File: config.mk
export PLATFORM = sky130hd
export DESIGN_NAME = rle_glyph_row_decoder_flat
export DESIGN_NICKNAME = d
export VERILOG_FILES = /design/src/design/rgr_pkg.sv /design/src/design/rgr_byte_if.sv /design/src/design/rgr_run_if.sv /design/src/design/rgr_cfg_if.sv /design/src/design/rgr_step.sv /design/src/design/rgr_outq.sv /design/src/design/rle_glyph_row_decoder.sv /design/src/flat_wrapper.sv
export VERILOG_INCLUDE_DIRS = /design/src /design/src/design
export SDC_FILE = /design/constraint.sdc
export NUM_CORES = 1
export LEC_CHECK = 0
export BUFFER_PORTS_ARGS = -buffer_cell sky130_fd_sc_hd__buf_2
export CAP_MARGIN = 20
export CELL_PAD_IN_SITES_DETAIL_PLACEMENT = 1
export CELL_PAD_IN_SITES_GLOBAL_PLACEMENT = 2
export CORE_AREA = 2 2 162 164
export DETAILED_ROUTE_END_ITERATION = 16
export DIE_AREA = 0 0 164 166
export PLACE_DENSITY_LB_ADDON = 0.25
export SLEW_MARGIN = 0
export SYNTH_ARGS = -nofsm -noshare
export SYNTH_HDL_FRONTEND = slang
export SYNTH_SLANG_ARGS = --single-unit
File: constraint.sdc
create_clock -name clk -period 13.3 [get_ports clk]
set_input_delay 1.995 -clock clk [delete_from_list [all_inputs] [get_ports clk]]
set_output_delay 1.995 -clock clk [all_outputs]
set_load 0.01 [all_outputs]
File: src/design/rle_glyph_row_decoder_macros.svh
// Assertion macros shared by the glyph row decoder modules.
`ifndef RLE_GLYPH_ROW_DECODER_MACROS_SVH
`define RLE_GLYPH_ROW_DECODER_MACROS_SVH
`ifndef SYNTH
// Same-cycle implication, disabled while reset is asserted.
`define RGR_ASSERT_SAME(label, clk, rst_n, ante, cons, msg) \
	label: assert property (@(posedge clk) disable iff (!rst_n) (ante) |-> (cons)) \
		else $error(msg);
// Next-cycle implication, disabled while reset is asserted.
`define RGR_ASSERT_NEXT(label, clk, rst_n, ante, cons, msg) \
	label: assert property (@(posedge clk) disable iff (!rst_n) (ante) |=> (cons)) \
		else $error(msg);
`else
`define RGR_ASSERT_SAME(label, clk, rst_n, ante, cons, msg)
`define RGR_ASSERT_NEXT(label, clk, rst_n, ante, cons, msg)
`endif
`endif

File: src/design/rgr_pkg.sv
// Types and constants of the glyph row decoder.
`default_nettype none
package rgr_pkg;

	// Largest cell size the decoder accepts in either direction.
	localparam logic [6:0] CELL_MAX = 7'd64;

	// Configuration register indexes.
	localparam logic REG_CELL_WIDTH  = 1'b0;
	localparam logic REG_CELL_HEIGHT = 1'b1;

	// Decoder phase.
	typedef enum logic [2:0] {
		PH_IDLE   = 3'd0,
		PH_HEIGHT = 3'd1,
		PH_PAD1   = 3'd2,
		PH_PAD2   = 3'd3,
		PH_COUNT  = 3'd4,
		PH_SKIP   = 3'd5,
		PH_RUN    = 3'd6
	} phase_t;

	// Result kinds.
	typedef enum logic [1:0] {
		KIND_RUN       = 2'd0,
		KIND_DONE      = 2'd1,
		KIND_BAD_HDR   = 2'd2,
		KIND_EXHAUSTED = 2'd3
	} kind_t;

	// One input byte request.
	typedef struct packed {
		logic       first_byte;
		logic [7:0] data_byte;
		logic       final_byte;
	} in_item_t;

	// One result.
	typedef struct packed {
		kind_t      kind;
		logic [5:0] run_row;
		logic [5:0] run_start;
		logic [6:0] run_length;
		logic [7:0] glyph_width;
		logic [7:0] glyph_height;
		logic       last_of_run;
	} res_t;

	localparam res_t RES_ZERO = '{kind: KIND_RUN, default: '0};

endpackage
`default_nettype wire

File: src/design/rgr_byte_if.sv
// Channel carrying encoded glyph bytes.
`default_nettype none
interface rgr_byte_if;
	logic       valid;
	logic       ready;
	logic       first_byte;
	logic [7:0] data_byte;
	logic       final_byte;

	modport source (output valid, output first_byte, output data_byte,
		output final_byte, input ready);
	modport sink (input valid, input first_byte, input data_byte,
		input final_byte, output ready);
endinterface
`default_nettype wire

File: src/design/rgr_run_if.sv
// Channel carrying decoded run results.
`default_nettype none
interface rgr_run_if;
	logic       valid;
	logic       ready;
	logic [1:0] kind;
	logic [5:0] run_row;
	logic [5:0] run_start;
	logic [6:0] run_length;
	logic [7:0] glyph_width;
	logic [7:0] glyph_height;
	logic       last_of_run;

	modport source (output valid, output kind, output run_row, output run_start,
		output run_length, output glyph_width, output glyph_height,
		output last_of_run, input ready);
	modport sink (input valid, input kind, input run_row, input run_start,
		input run_length, input glyph_width, input glyph_height,
		input last_of_run, output ready);
endinterface
`default_nettype wire

File: src/design/rgr_cfg_if.sv
// Configuration write channel.
`default_nettype none
interface rgr_cfg_if;
	logic       valid;
	logic       ready;
	logic       index;
	logic [6:0] data;

	modport source (output valid, output index, output data, input ready);
	modport sink (input valid, input index, input data, output ready);
endinterface
`default_nettype wire

File: src/design/rgr_step.sv
// Decoder state registers and the per-byte decode logic.
`default_nettype none
`include "rle_glyph_row_decoder_macros.svh"
module rgr_step import rgr_pkg::*; (
	input  wire logic       clk,
	input  wire logic       arst_n,
	input  wire logic       step_en,
	input  wire in_item_t   item,
	input  wire logic [6:0] cell_width,
	input  wire logic [6:0] cell_height,
	output logic [1:0]      res_n,
	output res_t            res0,
	output res_t            res1
);

	phase_t     phase_q, phase_d;
	logic [7:0] width_q, width_d;
	logic [7:0] height_q, height_d;
	logic [6:0] row_q, row_d;
	logic [7:0] col_q, col_d;
	logic [7:0] left_q, left_d;

	logic       a_v, b_v, exh_v;
	res_t       res_a, res_b, res_exh;
	logic [7:0] b;
	logic [7:0] left_dec;
	logic [8:0] col_sum;
	logic [7:0] col_sat;
	logic [6:0] lim_w, lim_h;
	logic       hdr_bad;
	logic [6:0] row_inc;
	logic       last_row;
	logic [7:0] avail;
	logic [7:0] run_len;
	logic       run_in;

	// Shared datapath terms.
	assign b        = item.data_byte;
	assign left_dec = left_q - 8'd1;
	assign col_sum  = {1'b0, col_q} + {1'b0, b};
	assign col_sat  = col_sum[8] ? 8'hFF : col_sum[7:0];
	assign lim_w    = (cell_width > CELL_MAX) ? CELL_MAX : cell_width;
	assign lim_h    = (cell_height > CELL_MAX) ? CELL_MAX : cell_height;
	assign hdr_bad  = (width_q == 8'd0) || (height_q == 8'd0) ||
		(width_q > {1'b0, lim_w}) || (height_q > {1'b0, lim_h});
	assign row_inc  = row_q + 7'd1;
	assign last_row = {1'b0, row_inc} >= height_q;
	assign run_in   = (b != 8'd0) && (col_q < width_q);
	assign avail    = width_q - col_q;
	assign run_len  = (b < avail) ? b : avail;

	// Next state and results of one byte.
	always_comb begin
		phase_d  = phase_q;
		width_d  = width_q;
		height_d = height_q;
		row_d    = row_q;
		col_d    = col_q;
		left_d   = left_q;
		a_v      = 1'b0;
		b_v      = 1'b0;
		res_a    = RES_ZERO;
		res_b    = RES_ZERO;
		res_exh  = RES_ZERO;
		res_exh.kind = KIND_EXHAUSTED;

		if (item.first_byte) begin
			width_d  = b;
			height_d = 8'd0;
			row_d    = 7'd0;
			col_d    = 8'd0;
			left_d   = 8'd0;
			phase_d  = PH_HEIGHT;
		end else begin
			case (phase_q)
				PH_HEIGHT: begin
					height_d = b;
					phase_d  = PH_PAD1;
				end
				PH_PAD1: begin
					phase_d = PH_PAD2;
				end
				PH_PAD2: begin
					if (hdr_bad) begin
						a_v                = 1'b1;
						res_a.kind         = KIND_BAD_HDR;
						res_a.glyph_width  = width_q;
						res_a.glyph_height = height_q;
						phase_d            = PH_IDLE;
					end else begin
						row_d   = 7'd0;
						col_d   = 8'd0;
						phase_d = PH_COUNT;
					end
				end
				PH_COUNT: begin
					left_d  = b;
					phase_d = PH_SKIP;
				end
				PH_SKIP: begin
					left_d = left_dec;
					if (left_dec == 8'd0) begin
						// A skip byte that closes the row is not applied.
						col_d = 8'd0;
						row_d = row_inc;
						if (last_row) begin
							a_v                = 1'b1;
							res_a.kind         = KIND_DONE;
							res_a.glyph_width  = width_q;
							res_a.glyph_height = height_q;
							phase_d            = PH_IDLE;
						end else begin
							phase_d = PH_COUNT;
						end
					end else begin
						col_d   = col_sat;
						phase_d = PH_RUN;
					end
				end
				PH_RUN: begin
					left_d           = left_dec;
					a_v              = 1'b1;
					res_a.kind       = KIND_RUN;
					res_a.run_row    = row_q[5:0];
					res_a.run_start  = run_in ? col_q[5:0] : 6'd0;
					res_a.run_length = run_in ? run_len[6:0] : 7'd0;
					if (left_dec == 8'd0) begin
						col_d = 8'd0;
						row_d = row_inc;
						if (last_row) begin
							b_v                = 1'b1;
							res_b.kind         = KIND_DONE;
							res_b.glyph_width  = width_q;
							res_b.glyph_height = height_q;
							phase_d            = PH_IDLE;
						end else begin
							phase_d = PH_COUNT;
						end
					end else begin
						col_d   = col_sat;
						phase_d = PH_SKIP;
					end
				end
				default: begin
					phase_d = PH_IDLE;
				end
			endcase
		end

		// Running out of bytes mid-glyph ends the glyph.
		exh_v = item.final_byte && (phase_d != PH_IDLE);
		if (exh_v) begin
			phase_d = PH_IDLE;
		end
	end

	// Pack the results in order and flag the last one.
	always_comb begin
		res0 = a_v ? res_a : res_exh;
		res1 = b_v ? res_b : res_exh;
		if (a_v) begin
			res_n = (b_v || exh_v) ? 2'd2 : 2'd1;
		end else begin
			res_n = exh_v ? 2'd1 : 2'd0;
		end
		res0.last_of_run = (res_n == 2'd1);
		res1.last_of_run = 1'b1;
	end

	// State registers.
	always_ff @(posedge clk or negedge arst_n) begin
		if (!arst_n) begin
			phase_q  <= PH_IDLE;
			width_q  <= 8'd0;
			height_q <= 8'd0;
			row_q    <= 7'd0;
			col_q    <= 8'd0;
			left_q   <= 8'd0;
		end else if (step_en) begin
			phase_q  <= phase_d;
			width_q  <= width_d;
			height_q <= height_d;
			row_q    <= row_d;
			col_q    <= col_d;
			left_q   <= left_d;
		end
	end

	`RGR_ASSERT_NEXT(a_exh_goes_idle, clk, arst_n, step_en && exh_v, phase_q == PH_IDLE, "exhausted byte did not leave the decoder idle")
	`RGR_ASSERT_SAME(a_idle_ignores, clk, arst_n, step_en && (phase_q == PH_IDLE) && !item.first_byte && !item.final_byte, res_n == 2'd0, "stray byte while idle produced a result")
	`RGR_ASSERT_SAME(a_two_needs_run, clk, arst_n, step_en && (res_n == 2'd2), (phase_q == PH_RUN) && !item.first_byte, "two results from a byte that is not a run byte")

endmodule
`default_nettype wire

File: src/design/rgr_outq.sv
// Result queue that takes up to two results a cycle and releases one.
`default_nettype none
`include "rle_glyph_row_decoder_macros.svh"
module rgr_outq import rgr_pkg::*; #(
	parameter int DEPTH = 4
) (
	input  wire logic       clk,
	input  wire logic       arst_n,
	input  wire logic [1:0] push_n,
	input  wire res_t       push0,
	input  wire res_t       push1,
	output logic            room,
	output logic            out_valid,
	input  wire logic       out_ready,
	output res_t            out_data
);

	localparam int PW = (DEPTH > 1) ? $clog2(DEPTH) : 1;
	localparam int CW = $clog2(DEPTH + 1);
	localparam logic [PW-1:0] PTR_LAST = PW'(DEPTH - 1);

	res_t          mem_q [DEPTH];
	logic [PW-1:0] wptr_q, rptr_q;
	logic [PW-1:0] wptr1, wptr2, rptr_inc;
	logic [CW-1:0] count_q;
	logic          pop;

	function automatic logic [PW-1:0] ptr_next(input logic [PW-1:0] p);
		ptr_next = (p == PTR_LAST) ? '0 : p + PW'(1);
	endfunction

	// Room for a full two-result push, whatever pops this cycle.
	assign room      = count_q <= CW'(DEPTH - 2);
	assign out_valid = count_q != '0;
	assign out_data  = mem_q[rptr_q];
	assign pop       = out_valid && out_ready;
	assign wptr1     = ptr_next(wptr_q);
	assign wptr2     = ptr_next(wptr1);
	assign rptr_inc  = ptr_next(rptr_q);

	// Entry storage.
	always_ff @(posedge clk) begin
		for (int i = 0; i < DEPTH; i++) begin
			if ((push_n != 2'd0) && (PW'(i) == wptr_q)) begin
				mem_q[i] <= push0;
			end
			if ((push_n == 2'd2) && (PW'(i) == wptr1)) begin
				mem_q[i] <= push1;
			end
		end
	end

	// Pointers and fill count.
	always_ff @(posedge clk or negedge arst_n) begin
		if (!arst_n) begin
			wptr_q  <= '0;
			rptr_q  <= '0;
			count_q <= '0;
		end else begin
			case (push_n)
				2'd1: wptr_q <= wptr1;
				2'd2: wptr_q <= wptr2;
				default: wptr_q <= wptr_q;
			endcase
			if (pop) begin
				rptr_q <= rptr_inc;
			end
			count_q <= count_q + CW'(push_n) - CW'(pop);
		end
	end

	`RGR_ASSERT_SAME(a_no_overflow, clk, arst_n, push_n != 2'd0, ({1'b0, count_q} + (CW+1)'(push_n)) <= (CW+1)'(DEPTH), "result queue overflow")
	`RGR_ASSERT_NEXT(a_count_track, clk, arst_n, pop && (push_n == 2'd0), count_q == $past(count_q) - CW'(1), "fill count did not follow a pop")
	`RGR_ASSERT_SAME(a_head_last, clk, arst_n, count_q == CW'(1), mem_q[rptr_q].last_of_run, "lone queued result is not the last of its byte")

endmodule
`default_nettype wire

File: src/design/rle_glyph_row_decoder.sv
// Top level of the run-length glyph row decoder.
//
// Usage: encoded glyph bytes arrive one per request on the glyph channel,
// with first_byte marking the width byte of a new glyph and final_byte the
// last byte available. Each byte may produce zero, one or two results on the
// runs channel (pixel run, glyph done, bad header, data exhausted), in
// order; last_of_run marks the final result of a byte. The cfg channel
// writes cell_width (index 0) and cell_height (index 1); it is always ready.
// The user must write it only while the decoder is idle; the block itself
// does not enforce this. An accepted byte waits in the input register until
// the result queue has room, then is decoded and its results pushed into
// the queue, which offers them. Throughput is one byte per cycle as long as
// bytes yield at most one result each and the receiver is ready; the rate is
// set by the single output port of the result queue.
// Reset clears the decoder to idle, empties the queue and sets both cell
// registers to 64. When the receiver stalls, the queue fills and the glyph
// channel drops ready once fewer than two free entries remain.
`default_nettype none
module rle_glyph_row_decoder import rgr_pkg::*; #(
	parameter int OUTQ_DEPTH = 4
) (
	input wire logic  clk,
	input wire logic  arst_n,
	rgr_byte_if.sink  glyph,
	rgr_run_if.source runs,
	rgr_cfg_if.sink   cfg
);

	logic       valid_s1;
	in_item_t   item_s1;
	logic       advance;
	logic       room;
	logic [6:0] cell_width_q;
	logic [6:0] cell_height_q;
	logic [1:0] res_n;
	logic [1:0] push_n;
	res_t       res0, res1;
	res_t       out_data;

	// Input register: refills when empty or whenever its byte moves on.
	assign advance     = valid_s1 && room;
	assign glyph.ready = !valid_s1 || advance;

	always_ff @(posedge clk or negedge arst_n) begin
		if (!arst_n) begin
			valid_s1 <= 1'b0;
		end else if (glyph.ready) begin
			valid_s1 <= glyph.valid;
		end
	end

	always_ff @(posedge clk) begin
		if (glyph.ready && glyph.valid) begin
			item_s1 <= '{first_byte: glyph.first_byte, data_byte: glyph.data_byte,
				final_byte: glyph.final_byte};
		end
	end

	// Configuration registers.
	assign cfg.ready = 1'b1;

	always_ff @(posedge clk or negedge arst_n) begin
		if (!arst_n) begin
			cell_width_q  <= CELL_MAX;
			cell_height_q <= CELL_MAX;
		end else if (cfg.valid) begin
			case (cfg.index)
				REG_CELL_WIDTH:  cell_width_q  <= cfg.data;
				REG_CELL_HEIGHT: cell_height_q <= cfg.data;
				default: cell_width_q <= cell_width_q;
			endcase
		end
	end

	// Decode step.
	rgr_step u_step (
		.clk         (clk),
		.arst_n      (arst_n),
		.step_en     (advance),
		.item        (item_s1),
		.cell_width  (cell_width_q),
		.cell_height (cell_height_q),
		.res_n       (res_n),
		.res0        (res0),
		.res1        (res1)
	);

	assign push_n = advance ? res_n : 2'd0;

	// Result queue.
	rgr_outq #(.DEPTH(OUTQ_DEPTH)) u_outq (
		.clk       (clk),
		.arst_n    (arst_n),
		.push_n    (push_n),
		.push0     (res0),
		.push1     (res1),
		.room      (room),
		.out_valid (runs.valid),
		.out_ready (runs.ready),
		.out_data  (out_data)
	);

	assign runs.kind         = out_data.kind;
	assign runs.run_row      = out_data.run_row;
	assign runs.run_start    = out_data.run_start;
	assign runs.run_length   = out_data.run_length;
	assign runs.glyph_width  = out_data.glyph_width;
	assign runs.glyph_height = out_data.glyph_height;
	assign runs.last_of_run  = out_data.last_of_run;

endmodule
`default_nettype wire

File: src/flat_wrapper.sv
// flat-port wrapper written by rule: the top's interface ports become plain ports
module rle_glyph_row_decoder_flat import rgr_pkg::*;
#(
	parameter int OUTQ_DEPTH = 4
)
  (clk, arst_n, glyph_valid, glyph_first_byte, glyph_data_byte, glyph_final_byte, glyph_ready, runs_valid, runs_kind, runs_run_row, runs_run_start, runs_run_length, runs_glyph_width, runs_glyph_height, runs_last_of_run, runs_ready, cfg_valid, cfg_index, cfg_data, cfg_ready);
  rgr_byte_if glyph_i ();
  rgr_run_if runs_i ();
  rgr_cfg_if cfg_i ();
  input wire logic clk;
  input wire logic arst_n;
  input wire logic [$bits(glyph_i.valid)-1:0] glyph_valid;
  input wire logic [$bits(glyph_i.first_byte)-1:0] glyph_first_byte;
  input wire logic [$bits(glyph_i.data_byte)-1:0] glyph_data_byte;
  input wire logic [$bits(glyph_i.final_byte)-1:0] glyph_final_byte;
  output wire logic [$bits(glyph_i.ready)-1:0] glyph_ready;
  output wire logic [$bits(runs_i.valid)-1:0] runs_valid;
  output wire logic [$bits(runs_i.kind)-1:0] runs_kind;
  output wire logic [$bits(runs_i.run_row)-1:0] runs_run_row;
  output wire logic [$bits(runs_i.run_start)-1:0] runs_run_start;
  output wire logic [$bits(runs_i.run_length)-1:0] runs_run_length;
  output wire logic [$bits(runs_i.glyph_width)-1:0] runs_glyph_width;
  output wire logic [$bits(runs_i.glyph_height)-1:0] runs_glyph_height;
  output wire logic [$bits(runs_i.last_of_run)-1:0] runs_last_of_run;
  input wire logic [$bits(runs_i.ready)-1:0] runs_ready;
  input wire logic [$bits(cfg_i.valid)-1:0] cfg_valid;
  input wire logic [$bits(cfg_i.index)-1:0] cfg_index;
  input wire logic [$bits(cfg_i.data)-1:0] cfg_data;
  output wire logic [$bits(cfg_i.ready)-1:0] cfg_ready;
  assign glyph_i.valid = glyph_valid;
  assign glyph_i.first_byte = glyph_first_byte;
  assign glyph_i.data_byte = glyph_data_byte;
  assign glyph_i.final_byte = glyph_final_byte;
  assign glyph_ready = glyph_i.ready;
  assign runs_valid = runs_i.valid;
  assign runs_kind = runs_i.kind;
  assign runs_run_row = runs_i.run_row;
  assign runs_run_start = runs_i.run_start;
  assign runs_run_length = runs_i.run_length;
  assign runs_glyph_width = runs_i.glyph_width;
  assign runs_glyph_height = runs_i.glyph_height;
  assign runs_last_of_run = runs_i.last_of_run;
  assign runs_i.ready = runs_ready;
  assign cfg_i.valid = cfg_valid;
  assign cfg_i.index = cfg_index;
  assign cfg_i.data = cfg_data;
  assign cfg_ready = cfg_i.ready;
  rle_glyph_row_decoder #(.OUTQ_DEPTH(OUTQ_DEPTH)) u_core (.clk(clk), .arst_n(arst_n), .glyph(glyph_i), .runs(runs_i), .cfg(cfg_i));
endmodule
# Yosys cells after proc, flatten, opt, wreduce, memory -nomap -nowiden
# Memory sizes are Yosys's and may differ from the RTL's.
# Index checks and enable logic that the tools add are counted.
[totals]
register_bits = 74
mem_bits_rw = 152
input_bits = 23
output_inout_bits = 41
word_cells = 182
memories = 1
[op_classes]
n_addsub = 9
magnitude_cmp = 8
eq_ne = 20
mux = 82
bitwise = 5
reduce_logical = 42
[mem_list]
columns = ["name", "words", "width", "rd", "rd_ports_with_merged_regs", "write_ports", "line", "source"]
rows = [
  ["u_core.u_outq.mem_q", 4, 38, 1, 0, 2, "rgr_outq.sv:22", "res_t mem_q [DEPTH];"],
]
[ops]
columns = ["operator", "count"]
rows = [
  ["two-way mux 38 bit", 8],
  ["two-way mux 16 bit", 5],
  ["OR reduction 38 bit", 2],
  ["two-way mux 8 bit", 7],
  ["two-way mux 7 bit", 7],
  ["two-way mux 37 bit", 1],
  ["case mux 16 bit (2 select lines)", 1],
  ["case mux 8 bit (2 select lines)", 2],
  ["two-way mux 1 bit", 26],
  ["logical NOT 8 bit", 3],
  ["two-way mux 2 bit", 12],
  ["two-way mux 19 bit", 1],
  ["two-way mux 3 bit", 6],
  ["case mux 3 bit (6 select lines)", 1],
  ["> comparator 8 x 7 -> 1 bit", 2],
  ["< comparator 8 bit", 2],
  ["> comparator 7 bit, second input constant", 2],
  ["case mux 7 bit (2 select lines)", 1],
  ["logical AND 1 bit", 13],
  ["nonzero test 3 bit", 4],
  ["AND reduction 2 bit", 5],
  ["adder 8 x 8 -> 9 bit", 1],
  ["== test 3 bit, second input constant", 3],
  ["== test 2 bit, first input constant", 4],
  ["28 further kinds", 47],
]

# Longest topological paths before layout
# Gate-level depths: netlist of the first run.
[depth]
word_depth = 21
depth_mapped = 20
ltp_nobuf = 18

# By module
# From an unflattened synthesis of the first run, not the netlist that was laid out.
[unflattened]
hier_cells = 1000
area_unflattened_um2 = 12991.2
[by_module_without_submodules]
columns = ["module", "instances", "cells_per_inst", "area_per_inst_um2", "seq_area_each_um2"]
rows = [
  ["rgr_outq", 1, 428, 7863.8, 4739.5],
  ["rgr_step", 1, 522, 4185.3, 1051.0],
  ["rle_glyph_row_decoder", 1, 50, 942.2, 678.2],
]

# Worst setup path before layout of the first run
# No wires, ideal clock.
[synth_timing]
path_kind = "reg2reg"
start = "reg u_core.u_step.left_q[0]"
end = "mem u_core.u_outq.mem_q[1][0] in the netlist's numbering (enable)"
arrival_time_ns = 5.673
slack_ns = 7.141
stages_incl_launch_ff = 13
path_buffers = 0
period_less_slack_ns = 6.159
path_cell_list = "dfrtp_1 > inv_1 > ha_1 > or4b_4 > nor4b_2 > a211oi_1 > nor4_4 > nor4b_2 > o21a_1 > mux2i_2 > nand2b_1 > ha_1 > o21ai_0"
[synth_rtl]
columns = ["element", "line", "source"]
rows = [
  ["from (decl)", "rgr_step.sv:21", "logic [7:0] left_q, left_d;"],
  ["from (signal assigned)", "rgr_step.sv:185", "left_q <= left_d;"],
  ["to (decl)", "rgr_outq.sv:22", ""],
]

==> flow_metrics.tcl, run 1 <==
set metrics [dict create \
    synthArstFlopShare 0.283 \
    setup-tns-final_ns 0 \
    r2r-start "u_core.cell_width_q[6]" \
    final_cell_mix "edfxtp_1, nor2_1, and2_1" \
    ys.flop_type "edfxtp_1" \
    layout_commonest_cell "edfxtp_1" \
    cts-root-buf "clkbuf_16" \
    p_per_area_nw_per_um2 196 \
    rsz0062_at_grt "false" \
    drive_gt1_frac 0.182 \
    syn_to_final_growth_pct 12.5 \
    via_count 7695 \
    netlist_area_um2 11500 \
    reg2reg_slack_ns 7.61 \
    portBuffers 62 \
    h-tree-depth 1 \
    r2r-end "u_core.u_outq.mem_q[1][0]" \
    reg2reg_depth 15 \
    n_antenna_cell 0 \
    required_ns 13.44 \
    p_int_w 0.00161 \
    fmax_mhz 176 \
    layout_min_cycle_time_ns 5.69 \
    nNetsFinal 1105 \
    crit_path_max_fanout 30 \
    overflow 0 \
    dieWidth_um 164 \
    p_sw_frac 0.368 \
    post-route-util 0.506 \
    synth.distinct_cells 62 \
    dr.pass1.iters 4 \
    cts-resized-gates 0 \
    antenna_found_initial 1 \
    synth_cells 959 \
    die_h_um 166 \
    cp-end-kind "flop" \
    pwr-share-comb 0.359 \
    rows 59 \
    core_area_um2 25600 \
    peakVddDrop_uv 200 \
    finalHoldViolCount 0 \
    grt_pass1_wl_um 47300 \
    post_cts_buffers 0 \
    viasPerCell 5.60 \
    ys_ff_latch 226 \
    start_kind "flop" \
    avgSynthCellArea_um2 12.0 \
    synth.net_count 1044 \
    initial_core_util 0.450 \
    post-route-period-util 0.428 \
    final_antenna_net_count 0 \
    min_path_type "flop to flop" \
    drv_slew 0 \
    critPathArrivalTime_ns 5.84 \
    path_clk_slew_ns 0.06 \
    synth-edff-count 142 \
    switching_power_w 0.000935 \
    drt-initial-drc-count 422 \
    dp_cells 1328 \
    finalSetupViolations 0 \
    ios 64 \
    wirelength_um 29900 \
    routedWlPerCell_um 21.8 \
    finClkSkew_ns 0.0147 \
    worstMarginPinSlew_ns 0.989 \
    yosysSeqAreaShare 0.544 \
    cts_tree "yes" \
    grt_pass1_vias 8158 \
    regArea_um2 6270 \
    leakage_nw 5.08 \
    max_slew_margin 0.336 \
    setup_ws_ns 7.61 \
    crit_type "flop to flop" \
    dieArea_um2 27200 \
    critPathCapture "u_core.u_outq.mem_q[1][0]" \
    gp_congestion 0.824 \
    grt_usage 0.225 \
    numCtsBuffers 25 \
    cp-startpoint "u_core.cell_width_q[6]" \
    status "finished, final reports clean" \
    n_fill_cell 2690 \
    multi_input_area_um2 4920 \
    instances_no_fill 1373 \
    seq_power_share 0.381 \
    post-place-ws_ns 7.68 \
    drc_errors 0 \
    pwr-share-clk 0.260 \
    synth_warnings 0 \
    cts.sinks 226 \
    cts_hold_buf 0 \
    cap_violations 0 \
    cts_max_path_buffers 3 \
    dpl.hpwl_um 20300 \
    grt_max_degree 64 \
    clk_latency_ns 0.51 \
]
-- final cells by class --
cell class	instances	share of cell area
Clock buffer	31	0.0508
Clock inverter	14	0.00908
Inverter	48	0.0139
Multi-Input combinational cell	646	0.380
Sequential cell	226	0.484
Tap cell	335	0.0323
Timing Repair Buffer	73	0.0303
-- worst min path at each step --
stage	from	to	slack, ns	depth (start not counted)
after floorplan	u_core.u_outq.mem_q[2][17]	u_core.u_outq.mem_q[2][17]	0.42	2
final	u_core.u_outq.mem_q[2][20]	u_core.u_outq.mem_q[2][20]	0.45	2
after global placement	u_core.u_outq.mem_q[2][20]	u_core.u_outq.mem_q[2][20]	0.43	2
after global routing	u_core.u_outq.mem_q[2][18]	u_core.u_outq.mem_q[2][18]	0.48	2
after detailed placement	u_core.u_outq.mem_q[2][18]	u_core.u_outq.mem_q[2][18]	0.44	2
after CTS	u_core.u_outq.mem_q[2][18]	u_core.u_outq.mem_q[2][18]	0.46	2
-- flip-flops by register name (all words and copies together) (netlist names) --
register,count
u_core.u_step.phase_q,3
u_core.u_outq.count_q,3
u_core.cell_height_q,7
u_core.u_outq.rptr_q,2
u_core.u_outq.mem_q,152
u_core.valid_s1,1
u_core.u_outq.wptr_q,2
u_core.u_step.height_q,8
u_core.u_step.col_q,8
u_core.u_step.width_q,8
u_core.u_step.row_q,7
u_core.item_s1,10
u_core.cell_width_q,7
u_core.u_step.left_q,8
-- Yosys cell counts (all sizes together) (16+ instances only) --
master  number  area share
edfxtp     142        0.37
inv         48       0.016
mux4        38       0.074
ha          59       0.064
and2        82       0.045
o21ai       71       0.032
clkbuf      28      0.0091
a22o        16       0.012
a21oi       47       0.020
nand2b      16      0.0087
mux2        22       0.022
dfrtp       62        0.13
dfxtp       20       0.035
nand2       74       0.024
nor2        81       0.027
-- metrics by stage --
step | hold WS [ns] | area [µm²] | total power, W
floorplan | 0.420 | 11500 | 0.00157
global placement | 0.433 | 12200 | 0.00188
detailed placement | 0.444 | 12200 | 0.00190
CTS | 0.458 | 13000 | 0.00257
global route | 0.481 | 13000 | 0.00270
finish | 0.453 | 13000 | 0.00254
-- per-layer routing --
layer	track usage	vias to the layer above	wire [µm]
met5	0	-	0
met4	0.0423	0	427
met3	0.0330	30	1340
met2	0.380	152	14800
met1	0.313	3916	13300
li1	-	3597	-
-- critical path: stages, from the launching register on --
cell	delay, ns
dfstp_2	0.53
inv_1	0.10
nand2_1	0.10
ha_1	0.24
a21o_1	0.16
a211oi_1	0.34
o211ai_1	0.15
a211oi_1	0.66
o21ai_0	0.45
o21a_1	0.29
mux2i_2	0.28
nand2b_1	0.22
ha_1	0.56
nand2_1	0.44
o21ai_4	0.28
buf_4	0.50
-- kinds of logic (layout without fill, tap and decap cells) --
kind of cell	count (synthesis)	after routing	share of synthesized area
and+or+nand+nor	317	317	0.142
DFF	226	226	0.544
AOI/OAI and AO/OA	177	177	0.0934
buffers and inverters	87	166	0.0316
muxes	67	67	0.102
adders and majority gates	63	63	0.0702
xor gates and xnor gates	21	21	0.0160
other	1	1	0.000326
-- power groups by stage --
stage               Sequential [W]  Combinational [W]  Clock, W
floorplan                 0.000910           0.000655         0
global placement          0.000979           0.000902         0
detailed placement        0.000983           0.000919         0
CTS                       0.000969           0.000926  0.000680
global route              0.000980            0.00101  0.000705
finish                    0.000969           0.000914  0.000662
Power figures use the tool's default switching activity.
==> inputs of run 2 (changes only) <==
--- a/config.mk
+++ b/config.mk
@@ -10,9 +10,9 @@
 export CAP_MARGIN = 20
 export CELL_PAD_IN_SITES_DETAIL_PLACEMENT = 1
 export CELL_PAD_IN_SITES_GLOBAL_PLACEMENT = 2
-export CORE_AREA = 2 2 162 164
+export CORE_AREA = 2 2 169 171
 export DETAILED_ROUTE_END_ITERATION = 16
-export DIE_AREA = 0 0 164 166
+export DIE_AREA = 0 0 171 173
 export PLACE_DENSITY_LB_ADDON = 0.25
 export SLEW_MARGIN = 0
 export SYNTH_ARGS = -nofsm -noshare
==> constraint.sdc (replaced) <==
create_clock -name clk -period 5.6 [get_ports clk]
set_input_delay 0.84 -clock clk [delete_from_list [all_inputs] [get_ports clk]]
set_output_delay 0.84 -clock clk [all_outputs]
set_load 0.01 [all_outputs]
==> run 2 against run 1 <==
Effect of this change:
- register-to-register slack lost 7.2 ns
- via count grew 0.90%
- hold slack lost 0.23 ns
- highest routed layer unchanged
- fmax grew 10%
- combinational power grew 150%
- clock-buffer cell count grew 1
==> flow_metrics.tcl, run 2 (same netlist as run 1, synthesis figures left out) <==
set metrics [dict create \
    wirelength_um 30300 \
    via_count 7764 \
    leakage_nw 5.17 \
    cts.sinks 226 \
    ios 64 \
    cap_violations 0 \
    drive_gt1_frac 0.191 \
    drv_slew 0 \
    dieWidth_um 171 \
    dr.pass1.iters 5 \
    grt_max_degree 54 \
    n_fill_cell 2950 \
    peakVddDrop_uv 291 \
    path_clk_slew_ns 0.06 \
    final_antenna_net_count 0 \
    p_per_area_nw_per_um2 469 \
    final_cell_mix "edfxtp_1, nor2_1, and2_1" \
    crit_type "flop to flop" \
    overflow 0 \
    die_h_um 173 \
    grt_usage 0.210 \
    dieArea_um2 29600 \
    h-tree-depth 1 \
    viasPerCell 5.42 \
    fmax_mhz 194 \
    finalSetupViolations 0 \
    top_register "u_core.u_outq.mem_q" \
    n_antenna_cell 0 \
    rsz0062_at_grt "false" \
    drt-initial-drc-count 572 \
    setup-tns-final_ns 0 \
    core_area_um2 27600 \
    grt_pass1_wl_um 47900 \
    crit_path_max_fanout 12 \
    regArea_um2 6270 \
    cts_tree "yes" \
    gp_congestion 0.792 \
    finClkSkew_ns 0.0157 \
    start_kind "flop" \
    holdWs_ns 0.224 \
    post-route-util 0.478 \
    crit_slowest_cell "nand2_1" \
    cts_max_path_buffers 3 \
    cp-end-kind "flop" \
    layout_commonest_cell "edfxtp_1" \
    layout_min_cycle_time_ns 5.16 \
    cts_hold_buf 0 \
    initial_core_util 0.417 \
    grt_pass1_vias 8241 \
    cts-root-buf "clkbuf_16" \
    nNetsFinal 1119 \
    max_stage_delay_ns 0.58 \
    drc_errors 0 \
    post-route-period-util 0.922 \
    numCtsBuffers 26 \
    critPathArrivalTime_ns 5.42 \
    reg.largest.list "u_core.u_outq.mem_q: 152 flops, u_core.item_s1: 10 flops" \
    fin_area_um2 13200 \
    worstMarginPinSlew_ns 0.991 \
    finalHoldViolCount 0 \
    dpl.hpwl_um 20900 \
    cts-resized-gates 0 \
    max_slew_margin 0.332 \
    clk_latency_ns 0.53 \
    dpl_cell_area_um2 12400 \
    portBuffers 62 \
    crit_chain "inv_1 -> ha_1 -> or4b_4 -> nor4b_2 -> a211oi_1 -> nor4_4 -> o2111ai_1 -> a22oi_1 -> mux2i_2 -> nand2b_1 -> ha_1 -> nand2_1 -> nand2_1 -> nor2_1" \
    routedWlPerCell_um 21.2 \
    syn_to_final_growth_pct 14.8 \
    multi_input_area_um2 4940 \
    rows 61 \
    post_cts_buffers 0 \
    antenna_found_initial 0 \
    largest_register_ffs 152 \
    required_ns 5.86 \
    status "finished, final reports clean" \
    min_path_type "primary input to asynchronous set/reset pin" \
]
## run 2: final cells by class
| class | count | area share |
|---|---|---|
| multi-input combinational | 646 | 0.374 |
| sequential | 226 | 0.474 |
| clock buffer | 32 | 0.0533 |
| timing repair buffer | 86 | 0.0400 |
| clock inverter | 16 | 0.00928 |
| inverter | 48 | 0.0136 |
| tap | 378 | 0.0358 |
## run 2: path summary, 6_finish.rpt
kind,start,end,slack [ns],cells after the start
min reg2reg,u_core.u_outq.mem_q[2][20],u_core.u_outq.mem_q[2][20],0.45,2
min,arst_n,u_core.u_outq.wptr_q[0],0.22,1
max,u_core.u_step.left_q[0],u_core.u_outq.mem_q[0][17],0.44,14
max reg2reg,u_core.u_step.left_q[0],u_core.u_outq.mem_q[0][17],0.44,14
min in group clk,u_core.u_outq.mem_q[2][20],u_core.u_outq.mem_q[2][20],0.45,2
max in group asynchronous,arst_n,u_core.cell_height_q[0],4.26,2
## run 2: report_power, final
part	leakage, nW	total, W	switching, W	internal (W)
Sequential	2.35	0.00230	0.000311	0.00199
Combinational	2.42	0.00225	0.00129	0.000964
Clock	0.397	0.00165	0.000669	0.000977
## run 2: worst max-delay path: cells and delay by family (launching register included)
family / cells / cell delay, ns
AO/OA/AOI/OAI: 3 / 0.77
adder cells (fa/ha/maj): 2 / 0.69
buffers and inverters: 1 / 0.10
flip-flops: 1 / 0.41
multiplexers: 1 / 0.39
AND/OR/NAND/NOR: 7 / 2.54
## run 2: per-layer routing
metal / global-route usage / wire (µm) / up-vias
met3: 0.0272 / 1200 / 41
met1: 0.297 / 14100 / 3945
li1: - / - / 3637
met4: 0.0452 / 518 / 0
met5: 0 / 0 / -
met2: 0.348 / 14500 / 141
## run 2: stage by stage
step	std cells	power [W]	worst slack [ns]
2_1_floorplan	959	0.00372	-0.551
3_3_place_gp	1383	0.00457	0.606
3_5_place_dp	1383	0.00461	0.447
4_1_cts	1431	0.00627	0.467
5_1_grt	1432	0.00659	0.0177
6_report	1432	0.00619	0.439
